==> src/sv/mbps_pkg.sv <==
// Shared constants and types of the masked byte pattern scanner.
package mbps_pkg;

  localparam int PAT_BYTES       = 16;
  localparam int MAX_PATTERN_DEF = 16;
  localparam int ADDR_W          = 48;
  localparam int LEN_W           = 5;
  localparam int CFG_IDX_W       = 3;
  localparam int CFG_DATA_W      = 64;

  localparam logic [CFG_IDX_W-1:0] REG_VALUE_LO = 3'd0;
  localparam logic [CFG_IDX_W-1:0] REG_VALUE_HI = 3'd1;
  localparam logic [CFG_IDX_W-1:0] REG_MASK_LO  = 3'd2;
  localparam logic [CFG_IDX_W-1:0] REG_MASK_HI  = 3'd3;
  localparam logic [CFG_IDX_W-1:0] REG_LENGTH   = 3'd4;
  localparam logic [CFG_IDX_W-1:0] REG_REP_ALL  = 3'd5;
  localparam logic [CFG_IDX_W-1:0] REG_BASE     = 3'd6;

  localparam logic [7:0] WILDCARD_MASK = 8'hFF;

  typedef struct packed {
    logic              report_all;
    logic [ADDR_W-1:0] base_adj;   // base + 1 - length
    logic [LEN_W-1:0]  len;        // clamped pattern length
  } cfg_t;

endpackage

==> src/sv/mbps_cfg.sv <==
// Configuration registers and the pattern aligned to the byte window.
module mbps_cfg #(
  parameter int MAX_PATTERN = mbps_pkg::MAX_PATTERN_DEF
) (
  input  logic                             clk,
  input  logic                             rst_n,
  input  logic                             cfg_we,
  input  logic [mbps_pkg::CFG_IDX_W-1:0]   cfg_index,
  input  logic [mbps_pkg::CFG_DATA_W-1:0]  cfg_wdata,
  output logic [MAX_PATTERN*8-1:0]         al_value_r,
  output logic [MAX_PATTERN*8-1:0]         al_mask_r,
  output logic [MAX_PATTERN-1:0]           al_en_r,
  output mbps_pkg::cfg_t                   cfg_r
);

  localparam int LW = mbps_pkg::LEN_W;
  localparam int AW = mbps_pkg::ADDR_W;

  logic [63:0]    value_lo_r, value_hi_r, mask_lo_r, mask_hi_r;
  logic [LW-1:0]  len_r;
  logic           rep_all_r;
  logic [AW-1:0]  base_r;

  logic [mbps_pkg::PAT_BYTES*8-1:0] pv, pm;
  logic [MAX_PATTERN*8-1:0]         rev_v, rev_m;
  logic [LW-1:0]                    len_c, sh;
  logic [MAX_PATTERN*8-1:0]         al_value_nxt, al_mask_nxt;
  logic [MAX_PATTERN-1:0]           al_en_nxt;
  mbps_pkg::cfg_t                   cfg_nxt;

  always_ff @(posedge clk) begin
    if (!rst_n) begin
      value_lo_r <= '0;
      value_hi_r <= '0;
      mask_lo_r  <= '0;
      mask_hi_r  <= '0;
      len_r      <= '0;
      rep_all_r  <= 1'b0;
      base_r     <= '0;
    end else if (cfg_we) begin
      unique case (cfg_index)
        mbps_pkg::REG_VALUE_LO: value_lo_r <= cfg_wdata;
        mbps_pkg::REG_VALUE_HI: value_hi_r <= cfg_wdata;
        mbps_pkg::REG_MASK_LO:  mask_lo_r  <= cfg_wdata;
        mbps_pkg::REG_MASK_HI:  mask_hi_r  <= cfg_wdata;
        mbps_pkg::REG_LENGTH:   len_r      <= cfg_wdata[LW-1:0];
        mbps_pkg::REG_REP_ALL:  rep_all_r  <= cfg_wdata[0];
        mbps_pkg::REG_BASE:     base_r     <= cfg_wdata[AW-1:0];
        default: ;
      endcase
    end
  end

  assign pv    = {value_hi_r, value_lo_r};
  assign pm    = {mask_hi_r, mask_lo_r};
  assign len_c = (len_r > LW'(MAX_PATTERN)) ? LW'(MAX_PATTERN) : len_r;
  assign sh    = LW'(MAX_PATTERN) - len_c;

  // Window slot k holds the byte k beats back; it meets pattern byte len-1-k.
  for (genvar k = 0; k < MAX_PATTERN; k++) begin : g_align
    assign rev_v[k*8 +: 8] = pv[(MAX_PATTERN-1-k)*8 +: 8];
    assign rev_m[k*8 +: 8] = pm[(MAX_PATTERN-1-k)*8 +: 8];
    assign al_en_nxt[k]    = (LW'(k) < len_c);
  end

  always_comb begin
    al_value_nxt       = rev_v >> {sh, 3'b000};
    al_mask_nxt        = rev_m >> {sh, 3'b000};
    cfg_nxt.report_all = rep_all_r;
    cfg_nxt.len        = len_c;
    cfg_nxt.base_adj   = base_r + AW'(1) - AW'(len_c);
  end

  always_ff @(posedge clk) begin
    al_value_r <= al_value_nxt;
    al_mask_r  <= al_mask_nxt;
    al_en_r    <= al_en_nxt;
    if (!rst_n) begin
      cfg_r <= '0;
    end else begin
      cfg_r <= cfg_nxt;
    end
  end

endmodule

==> src/sv/mbps_match.sv <==
// Parallel masked compare of all window slots against the aligned pattern.
module mbps_match #(
  parameter int MAX_PATTERN = mbps_pkg::MAX_PATTERN_DEF
) (
  input  logic [MAX_PATTERN*8-1:0]       hist,
  input  logic [MAX_PATTERN*8-1:0]       al_value,
  input  logic [MAX_PATTERN*8-1:0]       al_mask,
  input  logic [MAX_PATTERN-1:0]         al_en,
  input  logic [mbps_pkg::LEN_W-1:0]     len,
  input  logic [mbps_pkg::LEN_W-1:0]     fill,
  output logic                           hit
);

  logic [MAX_PATTERN-1:0] miss;

  for (genvar k = 0; k < MAX_PATTERN; k++) begin : g_cmp
    logic [7:0] m;
    assign m       = al_mask[k*8 +: 8];
    assign miss[k] = al_en[k] && (m != mbps_pkg::WILDCARD_MASK) &&
                     ((hist[k*8 +: 8] & ~m) != al_value[k*8 +: 8]);
  end

  // fill counts earlier bytes of this buffer; the current byte adds one
  assign hit = (len != '0) && ((fill + mbps_pkg::LEN_W'(1)) >= len) && (miss == '0);

endmodule

==> src/sv/masked_byte_pattern_scanner_top.sv <==
// Top level of the masked byte pattern scanner.
// One buffer byte is taken per clock, back to back; a result leaves the result register once
// its byte has passed the input register, then the compare and result register. All
// pattern positions are compared in parallel against a shift window of earlier bytes, so the
// rate is one byte per cycle whenever out_tready is high. A configuration write takes effect
// for bytes accepted from the next cycle on. No clearing pass is needed after reset.
module masked_byte_pattern_scanner_top #(
  parameter int MAX_PATTERN = mbps_pkg::MAX_PATTERN_DEF
) (
  input  logic                             clk,
  input  logic                             rst_n,
  input  logic                             cfg_we,
  input  logic [mbps_pkg::CFG_IDX_W-1:0]   cfg_index,
  input  logic [mbps_pkg::CFG_DATA_W-1:0]  cfg_wdata,
  input  logic                             in_tvalid,
  output logic                             in_tready,
  input  logic [7:0]                       in_tdata,   // [7:0] data_byte
  input  logic                             in_tlast,   // last_byte
  output logic                             out_tvalid,
  input  logic                             out_tready,
  output logic [mbps_pkg::ADDR_W-1:0]      out_tdata,  // [47:0] match_address
  output logic                             out_tuser,  // found
  output logic                             out_tlast   // buffer_done
);

  localparam int AW     = mbps_pkg::ADDR_W;
  localparam int LW     = mbps_pkg::LEN_W;
  localparam int FILL_W = (MAX_PATTERN > 1) ? $clog2(MAX_PATTERN) : 1;

  logic [MAX_PATTERN*8-1:0] al_value, al_mask;
  logic [MAX_PATTERN-1:0]   al_en;
  mbps_pkg::cfg_t           cfg;

  logic             in_v_r, in_v_nxt;
  logic [7:0]       in_data_r;
  logic             in_last_r;
  logic             out_v_r, out_v_nxt;
  logic [AW-1:0]    out_addr_r;
  logic             out_found_r, out_done_r;

  logic [FILL_W-1:0] fill_r, fill_nxt;
  logic [AW-1:0]     off_r, off_nxt;
  logic              hit_rep_r, hit_rep_nxt;

  logic                     adv, in_fire, s1_fire;
  logic [MAX_PATTERN*8-1:0] hist;
  logic                     hit, report, not_found;

  mbps_cfg #(.MAX_PATTERN(MAX_PATTERN)) u_cfg (
    .clk        (clk),
    .rst_n      (rst_n),
    .cfg_we     (cfg_we),
    .cfg_index  (cfg_index),
    .cfg_wdata  (cfg_wdata),
    .al_value_r (al_value),
    .al_mask_r  (al_mask),
    .al_en_r    (al_en),
    .cfg_r      (cfg)
  );

  // byte window: slot 0 is the current byte, slot k the byte k beats back
  if (MAX_PATTERN > 1) begin : g_win
    logic [(MAX_PATTERN-1)*8-1:0] win_r;
    assign hist = {win_r, in_data_r};
    always_ff @(posedge clk) begin
      if (!rst_n) begin
        win_r <= '0;
      end else if (s1_fire) begin
        win_r <= hist[(MAX_PATTERN-1)*8-1:0];
      end
    end
  end else begin : g_nowin
    assign hist = in_data_r;
  end

  mbps_match #(.MAX_PATTERN(MAX_PATTERN)) u_match (
    .hist     (hist),
    .al_value (al_value),
    .al_mask  (al_mask),
    .al_en    (al_en),
    .len      (cfg.len),
    .fill     (LW'(fill_r)),
    .hit      (hit)
  );

  assign adv       = !out_v_r || out_tready;
  assign in_tready = !in_v_r || adv;
  assign in_fire   = in_tvalid && in_tready;
  assign s1_fire   = in_v_r && adv;

  assign report    = hit && (cfg.report_all || !hit_rep_r);
  assign not_found = in_last_r && !hit_rep_r && !report;

  always_comb begin
    in_v_nxt    = in_fire || (in_v_r && !adv);
    out_v_nxt   = adv ? (in_v_r && (report || not_found)) : out_v_r;
    fill_nxt    = fill_r;
    off_nxt     = off_r;
    hit_rep_nxt = hit_rep_r;
    if (s1_fire) begin
      if (in_last_r) begin
        fill_nxt    = '0;
        off_nxt     = '0;
        hit_rep_nxt = 1'b0;
      end else begin
        if (fill_r < FILL_W'(MAX_PATTERN-1)) begin
          fill_nxt = fill_r + FILL_W'(1);
        end
        off_nxt     = off_r + AW'(1);
        hit_rep_nxt = hit_rep_r || report;
      end
    end
  end

  always_ff @(posedge clk) begin
    if (!rst_n) begin
      in_v_r    <= 1'b0;
      out_v_r   <= 1'b0;
      fill_r    <= '0;
      off_r     <= '0;
      hit_rep_r <= 1'b0;
    end else begin
      in_v_r    <= in_v_nxt;
      out_v_r   <= out_v_nxt;
      fill_r    <= fill_nxt;
      off_r     <= off_nxt;
      hit_rep_r <= hit_rep_nxt;
    end
  end

  always_ff @(posedge clk) begin
    if (in_fire) begin
      in_data_r <= in_tdata;
      in_last_r <= in_tlast;
    end
    if (s1_fire) begin
      out_addr_r  <= report ? (cfg.base_adj + off_r) : '0;
      out_found_r <= report;
      out_done_r  <= in_last_r;
    end
  end

  assign out_tvalid = out_v_r;
  assign out_tdata  = out_addr_r;
  assign out_tuser  = out_found_r;
  assign out_tlast  = out_done_r;

endmodule

==> config.mk <==
export PLATFORM = sky130hd
export DESIGN_NAME = masked_byte_pattern_scanner_top
export DESIGN_NICKNAME = d
export VERILOG_FILES = /design/src/sv/mbps_pkg.sv /design/src/sv/mbps_cfg.sv /design/src/sv/mbps_match.sv /design/src/sv/masked_byte_pattern_scanner_top.sv
export SDC_FILE = /design/constraint.sdc
export NUM_CORES = 2
export LEC_CHECK = 0
export ABC_AREA = 0
export BUFFER_PORTS_ARGS = -buffer_cell sky130_fd_sc_hd__buf_2
export CORE_AREA = 2 2 391 393
export CTS_CLUSTER_SIZE = 40
export DETAILED_ROUTE_END_ITERATION = 10
export DIE_AREA = 0 0 393 395
export GPL_TIMING_DRIVEN = 0
export PLACE_DENSITY_LB_ADDON = 0.12
export SYNTH_ARGS = -nofsm -noshare
export SYNTH_HDL_FRONTEND = slang
export SYNTH_HIERARCHICAL = 1
export SYNTH_SLANG_ARGS = --single-unit
==> constraint.sdc <==
create_clock -name clk -period 7.1 [get_ports clk]
set_clock_uncertainty 0.1 [all_clocks]
set_input_delay 0.71 -clock clk [delete_from_list [all_inputs] [get_ports clk]]
set_output_delay 0.71 -clock clk [all_outputs]
set_load 0.1 [all_outputs]
==> metrics.md <==
| Metric | Value |
|---|---|
| Outcome | complete, but fails checks |
| Failing checks | capacitance limit, slew limit |
| Pwr/cell area | approximately 240 nW/um^2 |
| Setup CP Type | reg -> reg |
| CP max-delay cell | a21oi_1 |
| Logic pwr share | between 10% and 20% |
| Clk sinks | just under 900 |
| Final instance area | 50200 um^2 |
| Seq pwr share | 43.4% |
| H-tree Lvls | 3 |
| Yosys reg bits | 870 |
| Worst path required time | 7.50 ns |
| Via count | just under 40000 |
| IO Pins | about 130 |
| Lkg Pwr | 17.2 nW |
| Iteration-0 DRC count of the detailed router | roughly 3700 |
| Data arrival time of the worst path | ~6.3 ns |
| Max-Cap Viols | 1 |
| Post-synth cell types | 88 |
| Crit path top cell by count | buf_2 |
| Total placed instance area | between 40000 and 50000 um^2 |
| Max Slew Vio Count | 5 |
| Reg clk slew, reported paths | 0.06 ns |
| End of the critical path | u_cfg/al_mask_r[18]$_SDFF_PP0_ |
| Largest net degree at the start of global routing | between 50 and 60 |
| EDFF count, synth | between 50 and 60 |
| Crit-path cells | buf_2 -> nor2b_1 -> buf_4 -> buf_2 -> buf_2 -> inv_1 -> ha_1 -> xnor2_2 -> buf_2 -> clkbuf_1 -> nor3_1 -> a21oi_1 -> o22ai_1 |
| HP Class | in -> reg |
| Die W | between 300 and 400 um |
| Die H | 395 um |
| Final worst slack | about 1.2 ns |
| Post-synthesis sequential area ratio | between 40 and 50% |
| Clk_lat worst skew | around 0.74 ns |
| CTS tree | done |
| Worst vdd ir | about 0.0002 V |
| Max Fclk | 170 MHz |
| P_int | 8.55 mW |
| CP startpoint | u_cfg/len_r[0]$_SDFFE_PN0P_ |
| DRC | 0 |
| Unrepaired setup endpoints after global routing | no |
| Root buf cell | clkbuf_16 |
| First-pass GRT wire length | between 200000 and 300000 um |
| Hold_buf cts | 4 |
| Critical-path maximum fanout | 10 |
| Fraction of layout instances using a drive strength above 1 | 8.95% |
| Switching part of the total | between 20 and 30% |
| R2r setup slk | 1.22 ns |
| Clock buffer count from CTS | about 100 |
| Post-synth top flop | dfxtp_1 |
| Area growth, synth to finish | 15.3% |
| Clock Power Share | 44.2% |
| DIE AREA | approximately 160000 um^2 |
| Post-Synthesis Net Count | ~5200 |
| Antenna violations before repair | 33 |
| DRT antenna net count | 0 |
| Syn. warnings | 6 |
| Synth Instances | 5016 |
| Detailed Place HPWL | 178000 um |
| Clock tree buffer depth | 3 |
| Post-CTS Resized | 0 |
| Router iterations before antenna repair | 5 |
| Yosys top cell area share | 37.3% |
| Setup violators final | 0 |
| Cell Rows | roughly 140 |
| Post-Place Setup Slack | 1.40 ns |
| Vias/cell | 5.23 |
| Post-DR wirelength/cell | 29.4 um |
| Core region area | around 150000 um^2 |
| Final wirelength | between 200000 and 250000 um |
| R2R Path End | u_cfg/al_mask_r[18]$_SDFF_PP0_ |
| Critical Path Start Type | flop |
| Total grt overflow | 0 |
| Nets@finish | between 5000 and 6000 |
| Least-Margin Pin Slew | roughly 1.5 ns |
| Gpl congestion | around 1.0 |
| R2R cell count | 13 |
| Worst reg2reg path startpoint | u_cfg/len_r[0]$_SDFFE_PN0P_ |
| Crit end category | flop |
| Starting density of the core | 28.8% |
| NetSw | roughly 3.5 mW |
| Vias in the first global route | ~37000 |
| Setup bufs post-CTS | 0 |
| GR Util All Layers | 27.3% |
| IO buf count | between 100 and 150 |
| Setup tns final | 0 ns |
| Final hold violation count | 0 |
| Min cycle time layout | approximately 5.9 ns |
| CP max stage delay | 0.98 ns |
| Mean Syn Cell Area | approximately 8.7 um^2 |
| Synthesized cell area | about 44000 um^2 |
| Hold Slack | around 0.078 ns |
| Area leader, netlist | dfxtp_1 |
| Synth area leaders | dfxtp_1 (37%), mux2i_1 (9.0%), nand2_1 (8.6%) |
| Max_slew headroom | -4.09% |
| Tcrit/Tclk final | 82.8% |
| Hold depth | 1 |
| Async SR Flop Fraction | 0% |
==> synthesized netlist by cell type, types with 80 or more instances <==
library cell  instances
nand2_1             996
dfxtp_1             811
a21oi_1             504
mux2i_1             393
nor2_1              265
clkbuf_1            242
xnor2_1             192
nor2b_1             182
o21ai_0             127
a21boi_0            126
ha_1                107
nand4_1             103
inv_1                85
o22ai_1              80
==> cell usage in the layout, fill, tap and decap left out, drive strengths merged, types with 32 or more instances in the layout <==
master  synthesis  layout
xor2           59      59
dfxtp         811     811
nor3           43      43
o22ai          80      80
and2           38      38
xnor2         193     193
nand3          73      73
a211oi         43      43
clkbuf        245     387
a21oi         508     508
mux2i         393     393
nor2          266     266
ha            107     107
buf            84     216
edfxtp         59      59
and3           59      59
nand4         106     106
nand2         996     996
mux4           64      64
inv            87      93
a22oi          32      32
a21o           46      46
nor2b         182     182
a21boi        126     126
o21ai         140     140
==> metal layers <==
layer / vias to the layer above / global-route usage [%] / wire length, um
met4: 16 / 14.8 / 13400
met5: - / 0 / 111
met2: 1627 / 41.9 / 94000
met3: 464 / 4.86 / 14800
li1: 17944 / - / -
met1: 18565 / 36.3 / 94800
==> area by class of cell <==
cell class | count | area, um^2
diodes | 12 | 30.0
plain buffers | 329 | 1390
clock buffers | 142 | 2870
clock inverters | 45 | 500
fillers | 15936 | 101000
inverters | 88 | 330
multi-input cells | 3729 | 23800
flip-flops and latches | 870 | 18000
well taps | 2030 | 2540
repair buffers | 136 | 729
==> through the flow <==
| step | total power [mW] | std cells | utilization (%) |
|---|---|---|---|
| floorplan | 6.13 | 5016 | - |
| global placement | 6.79 | 7176 | 30.9 |
| detailed placement | 6.78 | 7178 | 30.9 |
| CTS | 12.1 | 7369 | 33.2 |
| global route | 12.4 | 7369 | 33.2 |
| finish | 12.0 | 7381 | 33.2 |
==> logic make-up (layout without fill, tap and decap cells) <==
| group | Yosys count | after routing | synth area share (%) |
|---|---|---|---|
| multiplexers | 457 | 457 | 12.3 |
| AO/OA/AOI/OAI | 1078 | 1078 | 15.0 |
| adder cells (fa/ha/maj) | 109 | 109 | 3.17 |
| flip-flops | 870 | 870 | 41.4 |
| buffers and inverters | 417 | 740 | 3.95 |
| other | 1 | 13 | 0.00861 |
| XOR/XNOR | 252 | 252 | 5.09 |
| AND/OR/NAND/NOR | 1832 | 1832 | 19.1 |
==> registers in the layout, summed over array words and instances (netlist names), 8 cells and up <==
name,cells
u_cfg/al_mask_r,128
u_cfg/base_r,48
in_data_r,8
g_win.win_r,120
u_cfg/al_value_r,128
off_r,48
u_cfg/cfg_r,54
u_cfg/value_lo_r,64
out_tdata,48
u_cfg/mask_lo_r,64
u_cfg/al_en_r,16
u_cfg/value_hi_r,64
u_cfg/mask_hi_r,64
==> how the worst min path moves through the flow <==
stage                                                start                               end  slack (ns)
after detailed placement  u_cfg/mask_hi_r[57]$_SDFFE_PN0P_  u_cfg/mask_hi_r[57]$_SDFFE_PN0P_        0.35
after CTS                                      in_tdata[2]            in_data_r[2]$_DFFE_PP_       0.003
after floorplan               u_cfg/rep_all_r$_SDFFE_PN0P_        u_cfg/cfg_r[53]$_SDFF_PN0_        0.33
after global routing                           in_tdata[2]            in_data_r[2]$_DFFE_PP_        0.05
final                                          in_tdata[0]            in_data_r[0]$_DFFE_PP_        0.08
after global placement    u_cfg/mask_hi_r[57]$_SDFFE_PN0P_  u_cfg/mask_hi_r[57]$_SDFFE_PN0P_        0.34
==> power groups by stage <==
stage	sequential [mW]	clock, mW	combinational [mW]
CTS	5.21	5.45	1.47
detailed placement	5.32	0	1.46
global route	5.22	5.62	1.58
global placement	5.32	0	1.47
floorplan	5.28	0	0.849
finish	5.21	5.31	1.49
==> worst max-delay path: cells and delay by family, from the launching register on <==
kind,cells,cell delay (ns)
AOI/OAI and AO/OA,2,1.31
xor gates and xnor gates,1,0.74
adders and majority gates,1,0.34
buffers and inverters,7,2.52
DFF,1,0.30
and+or+nand+nor,2,0.29
Power figures use the tool's default switching activity.
